### src/rtl/core/wst_pkg.sv
// ----------------------------------------------------------------------------
// wst_pkg
// Shared constants for the weight-of-evidence split table: field widths,
// fixed-point formats and row status codes.
// ----------------------------------------------------------------------------
`default_nettype none

package wst_pkg;

    // Default sizing of the table.
    localparam int DEF_MAX_ROWS   = 64;
    localparam int DEF_COUNT_BITS = 20;
    localparam int DEF_VALUE_BITS = 32;

    // Port field widths.
    localparam int SAMPLE_BITS    = 32;
    localparam int OUT_COUNT_BITS = 20;
    localparam int Q_BITS         = 24;
    localparam int STATUS_BITS    = 3;
    localparam int S_TDATA_BITS   = 40;
    localparam int M_TDATA_BITS   = 216;

    // Fixed-point formats.
    localparam int PCT_BITS       = 25;   // Q1.24 percentage, 1.0 included
    localparam int LOG_FRAC_BITS  = 24;   // log2 fraction bits
    localparam int MANT_BITS      = 31;   // Q1.30 normalized mantissa
    localparam logic [31:0] LN2_Q32 = 32'hB17217F8;

    localparam logic signed [Q_BITS-1:0] Q_MAX = 24'sh7FFFFF;
    localparam logic signed [Q_BITS-1:0] Q_MIN = -24'sh800000;

    // Row status codes.
    localparam logic [STATUS_BITS-1:0] ROW_STATUS_OK        = 3'd0;
    localparam logic [STATUS_BITS-1:0] ROW_STATUS_CUM_UNDEF = 3'd1;
    localparam logic [STATUS_BITS-1:0] ROW_STATUS_REM_UNDEF = 3'd2;
    localparam logic [STATUS_BITS-1:0] ROW_STATUS_OVERFLOW  = 3'd4;

endpackage

`default_nettype wire

### src/rtl/core/wst_pct_div.sv
// ----------------------------------------------------------------------------
// wst_pct_div
// Restoring divider for floor(num * 2^24 / den), one quotient bit per cycle.
// ----------------------------------------------------------------------------
`default_nettype none

module wst_pct_div #(
    parameter int COUNT_BITS = 20
) (
    input  wire logic                            aclk,
    input  wire logic                            aresetn,
    input  wire logic                            start,
    input  wire logic [COUNT_BITS-1:0]           num,
    input  wire logic [COUNT_BITS-1:0]           den,
    output      logic                            done,
    output      logic [wst_pkg::PCT_BITS-1:0]    quot
);
    import wst_pkg::*;

    localparam int STEP_W = $clog2(PCT_BITS);

    logic                  busy_reg, busy_next;
    logic                  done_reg, done_next;
    logic [STEP_W-1:0]     step_reg, step_next;
    logic [COUNT_BITS:0]   rem_reg, rem_next;
    logic [COUNT_BITS-1:0] den_reg, den_next;
    logic [PCT_BITS-1:0]   q_reg, q_next;
    logic [COUNT_BITS:0]   trial;
    logic                  ge;

    always_comb begin
        busy_next = busy_reg;
        done_next = 1'b0;
        step_next = step_reg;
        rem_next  = rem_reg;
        den_next  = den_reg;
        q_next    = q_reg;
        // The first step tests the integer bit, so the remainder is not doubled.
        trial = (step_reg == '0) ? rem_reg : {rem_reg[COUNT_BITS-1:0], 1'b0};
        ge    = trial >= {1'b0, den_reg};
        if (start) begin
            busy_next = 1'b1;
            step_next = '0;
            rem_next  = {1'b0, num};
            den_next  = den;
            q_next    = '0;
        end else if (busy_reg) begin
            rem_next  = ge ? trial - {1'b0, den_reg} : trial;
            q_next    = {q_reg[PCT_BITS-2:0], ge};
            step_next = step_reg + STEP_W'(1);
            if (step_reg == STEP_W'(PCT_BITS - 1)) begin
                busy_next = 1'b0;
                done_next = 1'b1;
            end
        end
    end

    always_ff @(posedge aclk) begin
        if (!aresetn) begin
            busy_reg <= 1'b0;
            done_reg <= 1'b0;
            step_reg <= '0;
        end else begin
            busy_reg <= busy_next;
            done_reg <= done_next;
            step_reg <= step_next;
        end
        rem_reg <= rem_next;
        den_reg <= den_next;
        q_reg   <= q_next;
    end

    assign done = done_reg;
    // An empty total gives a zero percentage.
    assign quot = (den_reg == '0) ? '0 : q_reg;

endmodule

`default_nettype wire

### config.mk
export PLATFORM = sky130hd
export DESIGN_NAME = wst_pct_div
export DESIGN_NICKNAME = d
export VERILOG_FILES = /design/src/rtl/core/wst_pkg.sv /design/src/rtl/core/wst_pct_div.sv
export SDC_FILE = /design/constraint.sdc
export NUM_CORES = 1
export LEC_CHECK = 0
export BUFFER_PORTS_ARGS = -buffer_cell sky130_fd_sc_hd__buf_2
export CORE_UTILIZATION = 30
export DETAILED_ROUTE_END_ITERATION = 8
export MAX_ROUTING_LAYER = met4
export PLACE_DENSITY = 0.55
export SYNTH_ARGS = -nofsm -noshare
export SYNTH_HDL_FRONTEND = slang
export SYNTH_SLANG_ARGS = --single-unit
### constraint.sdc
create_clock -name aclk -period 4.7 [get_ports aclk]
set_clock_uncertainty 0.2 [all_clocks]
set_input_delay 0.235 -clock aclk [delete_from_list [all_inputs] [get_ports aclk]]
set_output_delay 0.235 -clock aclk [all_outputs]
set_load 0.05 [all_outputs]
==> results by group <==
Run status
  • Status: finished, violations left
  • Failing checks: DRC

Clocking
  • H-tree depth: 3
  • Root buffer cell: clkbuf_16
  • Skew-Pair Late Insertion Delay: around 0.33 ns
  • CTS tree: done
  • CTS Buf Count: 9
  • Sink Count: 73
  • Worst-path clk slew: about 0.060 ns
  • Post CTS Setup Buffer Count: 0
  • Deepest clock path buffer count: 2

Global route
  • Global-route wire length before repair: around 18 mm
  • Vias in the first global route: approximately 3500
  • Number of antenna violations at the first check in global routing: 0
  • GRT Total Usage: 0.152
  • Overflow after GRT: 0
  • Largest net degree at the start of global routing: a little under 70

Synthesis
  • Avg Cell Area, Syn: between 9 and 10 um2
  • Sequential-to-total area share from yosys stat: 0.418
  • Mapped cell area: around 0.0045 mm2
  • Top post-synthesis cells by area: edfxtp_1 (27%), dfxtp_1 (15%), mux2i_1 (8.1%)
  • Largest area contributor in the netlist: edfxtp_1
  • Post-synth EDFFs: 40
  • Cell count after synthesis: 457
  • Ys async rst share: 0
  • Syn. warnings: 0
  • Share of the synthesized area in the top cell type: 0.270
  • Count leader, synth: nor2_1
  • Syn nets: between 500 and 600
  • Yosys cell types: 60
  • Leading register cell type out of synthesis: edfxtp_1
  • Synth top cells by count: nor2_1 (57), edfxtp_1 (40), mux2i_1 (36)
  • #FFs+latches synth: 73

STA
  • RSZ-0062 raised after global routing: false
  • Pins over their slew limit: 0
  • Slew @ Worst Pin: about 1 ns
  • Hold WS: between 0.003 and 0.004 ns
  • Setup-failing EPs final: 0
  • Period minus WS final: ~4.2 ns
  • Final Hold Fails: 0
  • Slew margin rel.: 0.332
  • Setup tns final: 0 ns
  • Max frequency: approximately 0.24 GHz
  • Final period util: 0.896

Floorplan
  • Core Box Area: 0.0145 mm2
  • Total Die Area: between 0.015 and 0.02 mm2
  • Vert. Die Dim: around 120 um
  • Die Wd: 124 um
  • # rows: 44
  • Starting Density: 0.307
  • I/O pin total: 69

Power
  • Static leakage: roughly 0.0024 uW
  • PD cells: roughly 450 mW/mm2
  • VDD IR-drop max: between 150 and 200 uV

Flow run
  • Max cap viols: 0

Detailed routing
  • WL/cell: approximately 15 um
  • Antenna-violating nets left: 0
  • Pre-antenna DRT Iters: 6
  • Violation count after the first detailed-route iteration: 141
  • Total number of vias: 3551
  • Vias per inst: 4.84
  • Final WL: 10.7 mm
  • Number of remaining DRC errors: 2

Layout
  • Nets: between 600 and 700
  • Area grow syn2layout: 24.1%
  • Layout Utilization: 0.381
  • Design area: 0.00552 mm2
  • Max FFs per register: 25
  • Share of post-route cells with drive strength above 1: 0.209
  • Fill cells: ~1500
  • # diodes: 0

Critical path
  • R2r setup slk: ~0.5 ns
  • Startpoint Class: flop
  • Worst EP arrival: slightly above 4 ns
  • Critical Path RT: about 4.6 ns
  • Max FO, Critical Path: 21
  • CP Capture Type: flop
  • CP Class: reg2reg

Placed design
  • Detailed placer's ending HPWL: 7.65 mm
  • Count of input and output buffers: 68
  • Placer Congestion: a little under 0.9
  • DP Area: roughly 0.0050 mm2

Worst hold path
  • Worst hold path class: in2reg
[layout make-up]
class,count,area [um2],share of cell area
Clock buffer,12,289,0.0523
Clock inverter,4,26.3,0.00476
Inverter,27,101,0.0184
Multi-Input combinational cell,337,2410,0.436
Sequential cell,73,1860,0.337
Tap cell,184,230,0.0417
Timing Repair Buffer,96,606,0.110
[per-layer routing]
layer  track usage  part of all wire
met1         0.200              0.49
met2         0.234              0.46
met3        0.0284             0.035
met4        0.0527             0.016
met5             -                 0
[power breakdown]
| group | switching (uW) | total, uW | internal (uW) |
|---|---|---|---|
| Clock | 276 | 714 | 438 |
| Combinational | 532 | 970 | 438 |
| Sequential | 45.7 | 812 | 766 |
| Total | 853 | 2500 | 1640 |
[layout by cell type, fill, tap and decap left out, types with 3 or more instances in the layout]
cell type,n
buf_2,68
a31o_1,3
a21oi_1,21
o211ai_1,3
mux2_1,7
o21a_1,5
dlygate4sd3_1,22
edfxtp_1,40
inv_1,26
a21o_1,7
xnor2_1,12
o21ai_0,6
dfxtp_1,32
o21ai_1,9
nand4_1,5
nor3_1,7
ha_1,22
nor2_1,57
buf_4,6
nor2b_1,30
and2_1,3
clkbuf_16,11
mux2i_1,36
mux2_2,13
xor2_1,7
nor4_1,7
nand2_1,28
a311o_1,3
nand3_1,7
a31oi_1,5
[critical path, stage by stage (launching register included)]
cell,delay (ns)
dfxtp_1,0.34
inv_1,0.07
ha_1,0.16
nor4b_4,0.19
buf_4,0.34
mux2i_1,0.36
inv_1,0.08
ha_1,0.29
nor2b_1,0.15
o31ai_1,0.34
a21o_1,0.25
a21oi_1,0.17
a21o_2,0.43
and4_4,0.26
a311o_1,0.31
[metrics by stage]
stage               worst slack (ns)  cells  total power, uW
floorplan                      0.792    457             1570
global placement               0.458    695             1760
detailed placement             0.324    695             1780
CTS                            0.296    733             2520
global route                   0.119    733             2670
finish                         0.488    733             2500
[path summary, 6_finish.rpt]
| check | from | endpoint | cells past startpoint |
|---|---|---|---|
| max | step_reg[0]$_SDFFE_PP0P_ | rem_reg[3]$_DFFE_PP_ | 14 |
| min | num[15] | rem_reg[15]$_DFFE_PP_ | 3 |
| max reg2reg | step_reg[0]$_SDFFE_PP0P_ | rem_reg[3]$_DFFE_PP_ | 14 |
| min reg2reg | rem_reg[20]$_SDFFE_PP0P_ | rem_reg[20]$_SDFFE_PP0P_ | 2 |
[kinds of logic after synthesis]
| family | after synthesis | synth area share |
|---|---|---|
| mux | 57 | 0.135 |
| fa+ha+maj | 23 | 0.0663 |
| simple gates | 157 | 0.174 |
| xor+xnor | 19 | 0.0374 |
| compound gates | 81 | 0.126 |
| flops | 73 | 0.418 |
| buf+inv | 47 | 0.0433 |
[repair_timing]
| action | 4_1_cts | 5_1_grt |
|---|---|---|
| gates resized for setup | 0 | 1 |
| hold buffers | 22 | 0 |
| hold endpoints to repair | 22 | 0 |
| setup endpoints to repair | 0 | 1 |
(Power assumes the default switching activity.)
