$ cat src/rtl/core/wst_pkg.sv
// ----------------------------------------------------------------------------
// wst_pkg
// Shared constants for the weight-of-evidence split table: field widths,
// fixed-point formats and row status codes.
// ----------------------------------------------------------------------------
`default_nettype none

package wst_pkg;

    // Default sizing of the table.
    localparam int DEF_MAX_ROWS   = 64;
    localparam int DEF_COUNT_BITS = 20;
    localparam int DEF_VALUE_BITS = 32;

    // Port field widths.
    localparam int SAMPLE_BITS    = 32;
    localparam int OUT_COUNT_BITS = 20;
    localparam int Q_BITS         = 24;
    localparam int STATUS_BITS    = 3;
    localparam int S_TDATA_BITS   = 40;
    localparam int M_TDATA_BITS   = 216;

    // Fixed-point formats.
    localparam int PCT_BITS       = 25;   // Q1.24 percentage, 1.0 included
    localparam int LOG_FRAC_BITS  = 24;   // log2 fraction bits
    localparam int MANT_BITS      = 31;   // Q1.30 normalized mantissa
    localparam logic [31:0] LN2_Q32 = 32'hB17217F8;

    localparam logic signed [Q_BITS-1:0] Q_MAX = 24'sh7FFFFF;
    localparam logic signed [Q_BITS-1:0] Q_MIN = -24'sh800000;

    // Row status codes.
    localparam logic [STATUS_BITS-1:0] ROW_STATUS_OK        = 3'd0;
    localparam logic [STATUS_BITS-1:0] ROW_STATUS_CUM_UNDEF = 3'd1;
    localparam logic [STATUS_BITS-1:0] ROW_STATUS_REM_UNDEF = 3'd2;
    localparam logic [STATUS_BITS-1:0] ROW_STATUS_OVERFLOW  = 3'd4;

endpackage

`default_nettype wire

$ cat src/rtl/core/wst_log2.sv
// ----------------------------------------------------------------------------
// wst_log2
// Iterative log2 of a count in Q.24: leading-one search, then one squaring
// of the Q1.30 mantissa per cycle, each giving one fraction bit.
// ----------------------------------------------------------------------------
`default_nettype none

module wst_log2 #(
    parameter int COUNT_BITS = 20,
    parameter int LOG_W      = 29
) (
    input  wire logic                  aclk,
    input  wire logic                  aresetn,
    input  wire logic                  start,
    input  wire logic [COUNT_BITS-1:0] n,
    output      logic                  done,
    output      logic [LOG_W-1:0]      result
);
    import wst_pkg::*;

    localparam int KW     = LOG_W - LOG_FRAC_BITS;
    localparam int STEP_W = $clog2(LOG_FRAC_BITS);
    localparam int WIDE_W = COUNT_BITS + MANT_BITS - 1;

    logic                     busy_reg, busy_next;
    logic                     done_reg, done_next;
    logic [STEP_W-1:0]        step_reg, step_next;
    logic [KW-1:0]            k_reg, k_next;
    logic [MANT_BITS-1:0]     m_reg, m_next;
    logic [LOG_FRAC_BITS-1:0] frac_reg, frac_next;
    logic [KW-1:0]            k_in;
    logic [WIDE_W-1:0]        wide;
    logic [2*MANT_BITS-1:0]   sq;
    logic [MANT_BITS:0]       sq_top;

    always_comb begin
        k_in = '0;
        for (int i = 0; i < COUNT_BITS; i++) begin
            if (n[i]) begin
                k_in = KW'(i);
            end
        end
    end

    assign wide   = {n, {(MANT_BITS-1){1'b0}}} >> k_in;
    assign sq     = m_reg * m_reg;
    assign sq_top = sq[2*MANT_BITS-1:MANT_BITS-1];

    always_comb begin
        busy_next = busy_reg;
        done_next = 1'b0;
        step_next = step_reg;
        k_next    = k_reg;
        m_next    = m_reg;
        frac_next = frac_reg;
        if (start) begin
            busy_next = 1'b1;
            step_next = '0;
            k_next    = k_in;
            m_next    = wide[MANT_BITS-1:0];
            frac_next = '0;
        end else if (busy_reg) begin
            // A square of two or more yields a one bit and is halved.
            frac_next = {frac_reg[LOG_FRAC_BITS-2:0], sq_top[MANT_BITS]};
            m_next    = sq_top[MANT_BITS] ? sq_top[MANT_BITS:1] : sq_top[MANT_BITS-1:0];
            step_next = step_reg + STEP_W'(1);
            if (step_reg == STEP_W'(LOG_FRAC_BITS - 1)) begin
                busy_next = 1'b0;
                done_next = 1'b1;
            end
        end
    end

    always_ff @(posedge aclk) begin
        if (!aresetn) begin
            busy_reg <= 1'b0;
            done_reg <= 1'b0;
            step_reg <= '0;
        end else begin
            busy_reg <= busy_next;
            done_reg <= done_next;
            step_reg <= step_next;
        end
        k_reg    <= k_next;
        m_reg    <= m_next;
        frac_reg <= frac_next;
    end

    assign done   = done_reg;
    assign result = {k_reg, frac_reg};

endmodule

`default_nettype wire
$ cat config.mk
export PLATFORM = sky130hd
export DESIGN_NAME = wst_log2
export DESIGN_NICKNAME = d
export VERILOG_FILES = /design/src/rtl/core/wst_pkg.sv /design/src/rtl/core/wst_log2.sv
export SDC_FILE = /design/constraint.sdc
export NUM_CORES = 2
export LEC_CHECK = 0
export BUFFER_PORTS_ARGS = -buffer_cell sky130_fd_sc_hd__buf_2
export CORE_MARGIN = 1
export CORE_UTILIZATION = 41
export DETAILED_ROUTE_END_ITERATION = 8
export PLACE_DENSITY = 0.65
export SYNTH_ARGS = -nofsm -noshare
export SYNTH_HDL_FRONTEND = slang
export SYNTH_SLANG_ARGS = --single-unit
$ cat constraint.sdc
create_clock -name aclk -period 24.4 [get_ports aclk]
set_input_delay 4.88 -clock aclk [delete_from_list [all_inputs] [get_ports aclk]]
set_output_delay 4.88 -clock aclk [all_outputs]
set_load 0.02 [all_outputs]
==> flow_metrics.env <==
export IMPL_n_fill_cell=7086
export IMPL_outcome="finished, final reports clean"
export IMPL_core_region_area_um2=73200
export IMPL_fp_dieW_um=274
export IMPL_drt_iter0_drc=1279
export IMPL_post_route_period_util=0.391
export IMPL_num_antenna_cells=0
export IMPL_yosys_cell_types_count=71
export IMPL_drive_gt1_frac=0.0408
export IMPL_hp_start="step_reg[4]$_SDFFE_PP0P_"
export IMPL_antenna_found_initial=2
export IMPL_grt_max_degree=71
export IMPL_ctsHoldBuffers=0
export IMPL_routed_wl_mm=76.1
export IMPL_endpoint_kind="register"
export IMPL_largest_reg_flops=31
export IMPL_grt_pass1_wl_mm=125
export IMPL_viasPerCell=5.06
export IMPL_fmax_mhz=105
export IMPL_rr_worst_depth=25
export IMPL_avgSynthCellArea_um2=9.35
export IMPL_synth_seq_area_share=0.0559
export IMPL_cp_start_kind="register"
export IMPL_synth_seq_cells=67
export IMPL_cts_buffer_depth=2
export IMPL_max_slew_margin=0.362
export IMPL_hold_path_class="reg2reg"
export IMPL_row_count=99
export IMPL_worstSetupPathType="reg2reg"
export IMPL_critPathMostFrequentCell="fa_1"
export IMPL_holdPathEnd="done$_SDFF_PP0_"
export IMPL_required_ns=24.48
export IMPL_drt_first_pass_iters=5
export IMPL_final_nets=4267
export IMPL_tightest_slew_ns=0.949
export IMPL_initial_core_util=0.416
export IMPL_dp_hpwl_mm=59.4
export IMPL_cpMaxStageDelayCell="clkinv_1"
export IMPL_timing_rr_start="m_reg[15]$_DFFE_PP_"
export IMPL_grtUsageTotal=0.215
export IMPL_cts_setup_buffers=0
export IMPL_drv_slew=0
export IMPL_synth_edff_count=36
export IMPL_die_area_um2=75300
export IMPL_finalHoldViolCount=0
export IMPL_period_needed_ns=9.53
export IMPL_reg2reg_to="m_reg[19]$_DFFE_PP_"
export IMPL_io_buffers=52
export IMPL_setup_tns_final_ns=0
export IMPL_clock_latency_ns=0.33
export IMPL_rsz0062_at_grt="no"
export IMPL_r2r_setup_slack_ns=14.87
export IMPL_routed_via_count=21207
export IMPL_cp_arrival_ns=9.62
export IMPL_grt_pass1_vias=23052
export IMPL_cpLargestDelayFamily="adder cells"
export IMPL_cts_resized=0
export IMPL_setup_viol_count_final=0
export IMPL_yosys_warnings=0
export IMPL_syn_area_um2=30400
export IMPL_finalClockSkew_ns=0.00761
export IMPL_cp_num_buf_inv=5
export IMPL_async_flop_share=0
export IMPL_overflow=0
export IMPL_synth_nets=4293
export IMPL_cts_made_buffers=9
export IMPL_gp_congestion=0.923
export IMPL_wl_per_cell_um=18.2
export IMPL_max_stage_delay_ns=0.59
export IMPL_drc=0
export IMPL_synthFlopType="edfxtp_1"
export IMPL_cp_max_fo=30
export IMPL_die_h_um=274
export IMPL_clk_pin_slew_ns=0.06
export IMPL_whs_path_depth=2
export IMPL_max_cap_violations=0
export IMPL_ant_nets=0
export IMPL_syn_inst=3254
export IMPL_area_delta_synth_final_pct=5.23
export IMPL_crit_start="m_reg[15]$_DFFE_PP_"
export IMPL_cts_tree="yes"
export IMPL_ctsRootBufferMaster="clkbuf_16"
export IMPL_ios=53
export IMPL_htree_levels=3
export IMPL_clock_sinks=67
-- cell usage after synthesis, types with 7 or more instances --
| cell | instances | area (µm²) |
|---|---|---|
| inv_1 | 923 | 3460 |
| fa_1 | 747 | 15000 |
| nand2_1 | 319 | 1200 |
| ha_1 | 269 | 3370 |
| and2_1 | 192 | 1200 |
| clkbuf_1 | 113 | 424 |
| nor2_1 | 105 | 394 |
| a21oi_1 | 78 | 390 |
| mux2i_1 | 68 | 681 |
| edfxtp_1 | 36 | 1080 |
| dfxtp_1 | 31 | 621 |
| o21ai_0 | 31 | 155 |
| xor2_1 | 31 | 272 |
| xnor2_1 | 30 | 263 |
| nand3_1 | 25 | 125 |
| a21o_1 | 20 | 150 |
| nor3_1 | 19 | 95.1 |
| nor2b_1 | 15 | 93.8 |
| nand4_1 | 13 | 81.3 |
| a211oi_1 | 12 | 90.1 |
| o211ai_1 | 10 | 75.1 |
| o21bai_1 | 9 | 67.6 |
| nand2b_1 | 8 | 50.1 |
| nor4_1 | 8 | 50.1 |
| o21ai_1 | 8 | 40.0 |
| a31o_2 | 7 | 61.3 |
| and3_1 | 7 | 43.8 |
| o21a_1 | 7 | 52.6 |
| or2_2 | 7 | 43.8 |
-- tightest hold or removal path, stage by stage (launching register included) --
cell,delay (ns)
dfxtp_1,0.32
nand2_1,0.07
nor4_1,0.05
-- stage by stage --
stage	hold WS, ns	instances	utilization	cell area [µm²]	setup slack, ns
floorplan	0.451	3254	-	30400	16.59
global placement	0.471	4176	0.433	31700	15.15
detailed placement	0.469	4176	0.433	31700	15.08
CTS	0.485	4192	0.438	32000	15.03
global route	0.544	4192	0.438	32000	14.48
finish	0.488	4192	0.438	32000	14.87
-- area by class of cell --
cell class / instances / area [µm²] / share of cell area
clock buffer: 11 / 275 / 0.00859
clock inverter: 5 / 65.1 / 0.00203
inverter: 925 / 3470 / 0.108
multi-input combinational: 2136 / 24800 / 0.774
sequential: 67 / 1700 / 0.0531
tap: 959 / 1200 / 0.0375
timing repair buffer: 89 / 538 / 0.0168
-- logic make-up (layout without fill, tap and decap cells) --
family	after synthesis	in the layout	share of synthesized area
adder cells (fa/ha/maj)	1016	1016	0.602
multiplexers	73	73	0.0242
flip-flops	67	67	0.0559
XOR/XNOR	61	61	0.0176
buffers and inverters	1051	1030	0.130
AO/OA/AOI/OAI	252	252	0.0556
AND/OR/NAND/NOR	734	734	0.115
-- layer usage --
metal	share of wire	global-route usage	wire length (µm)	vias to the layer above
li1	-	-	-	9617
met4	0.033	0.0598	2490	2
met2	0.48	0.358	36700	655
met1	0.42	0.285	31700	10785
met5	0.0012	0.00834	89	-
met3	0.067	0.0377	5130	148
-- layout by cell type (no fill, tap or decap), drive strengths merged, types with 39 or more instances in the layout --
cell | Yosys | layout
a21oi | 78 | 78
fa | 747 | 747
and2 | 192 | 192
nand2 | 319 | 319
nor2 | 106 | 106
buf | 13 | 89
mux2i | 68 | 68
o21ai | 39 | 39
ha | 269 | 269
inv | 923 | 924
-- worst max-delay path by stage --
| stage | end | slack (ns) | cells after the start |
|---|---|---|---|
| global placement | m_reg[19]$_DFFE_PP_ | 15.15 | 25 |
| finish | m_reg[19]$_DFFE_PP_ | 14.87 | 25 |
| floorplan | m_reg[0]$_DFFE_PP_ | 16.59 | 28 |
| global route | m_reg[21]$_DFFE_PP_ | 14.48 | 25 |
| detailed placement | m_reg[19]$_DFFE_PP_ | 15.08 | 25 |
| CTS | m_reg[19]$_DFFE_PP_ | 15.03 | 25 |
Power is left out: the tool's default activity adds up to more than one toggle a clock period on the data nets, which glitch-free logic cannot reach.
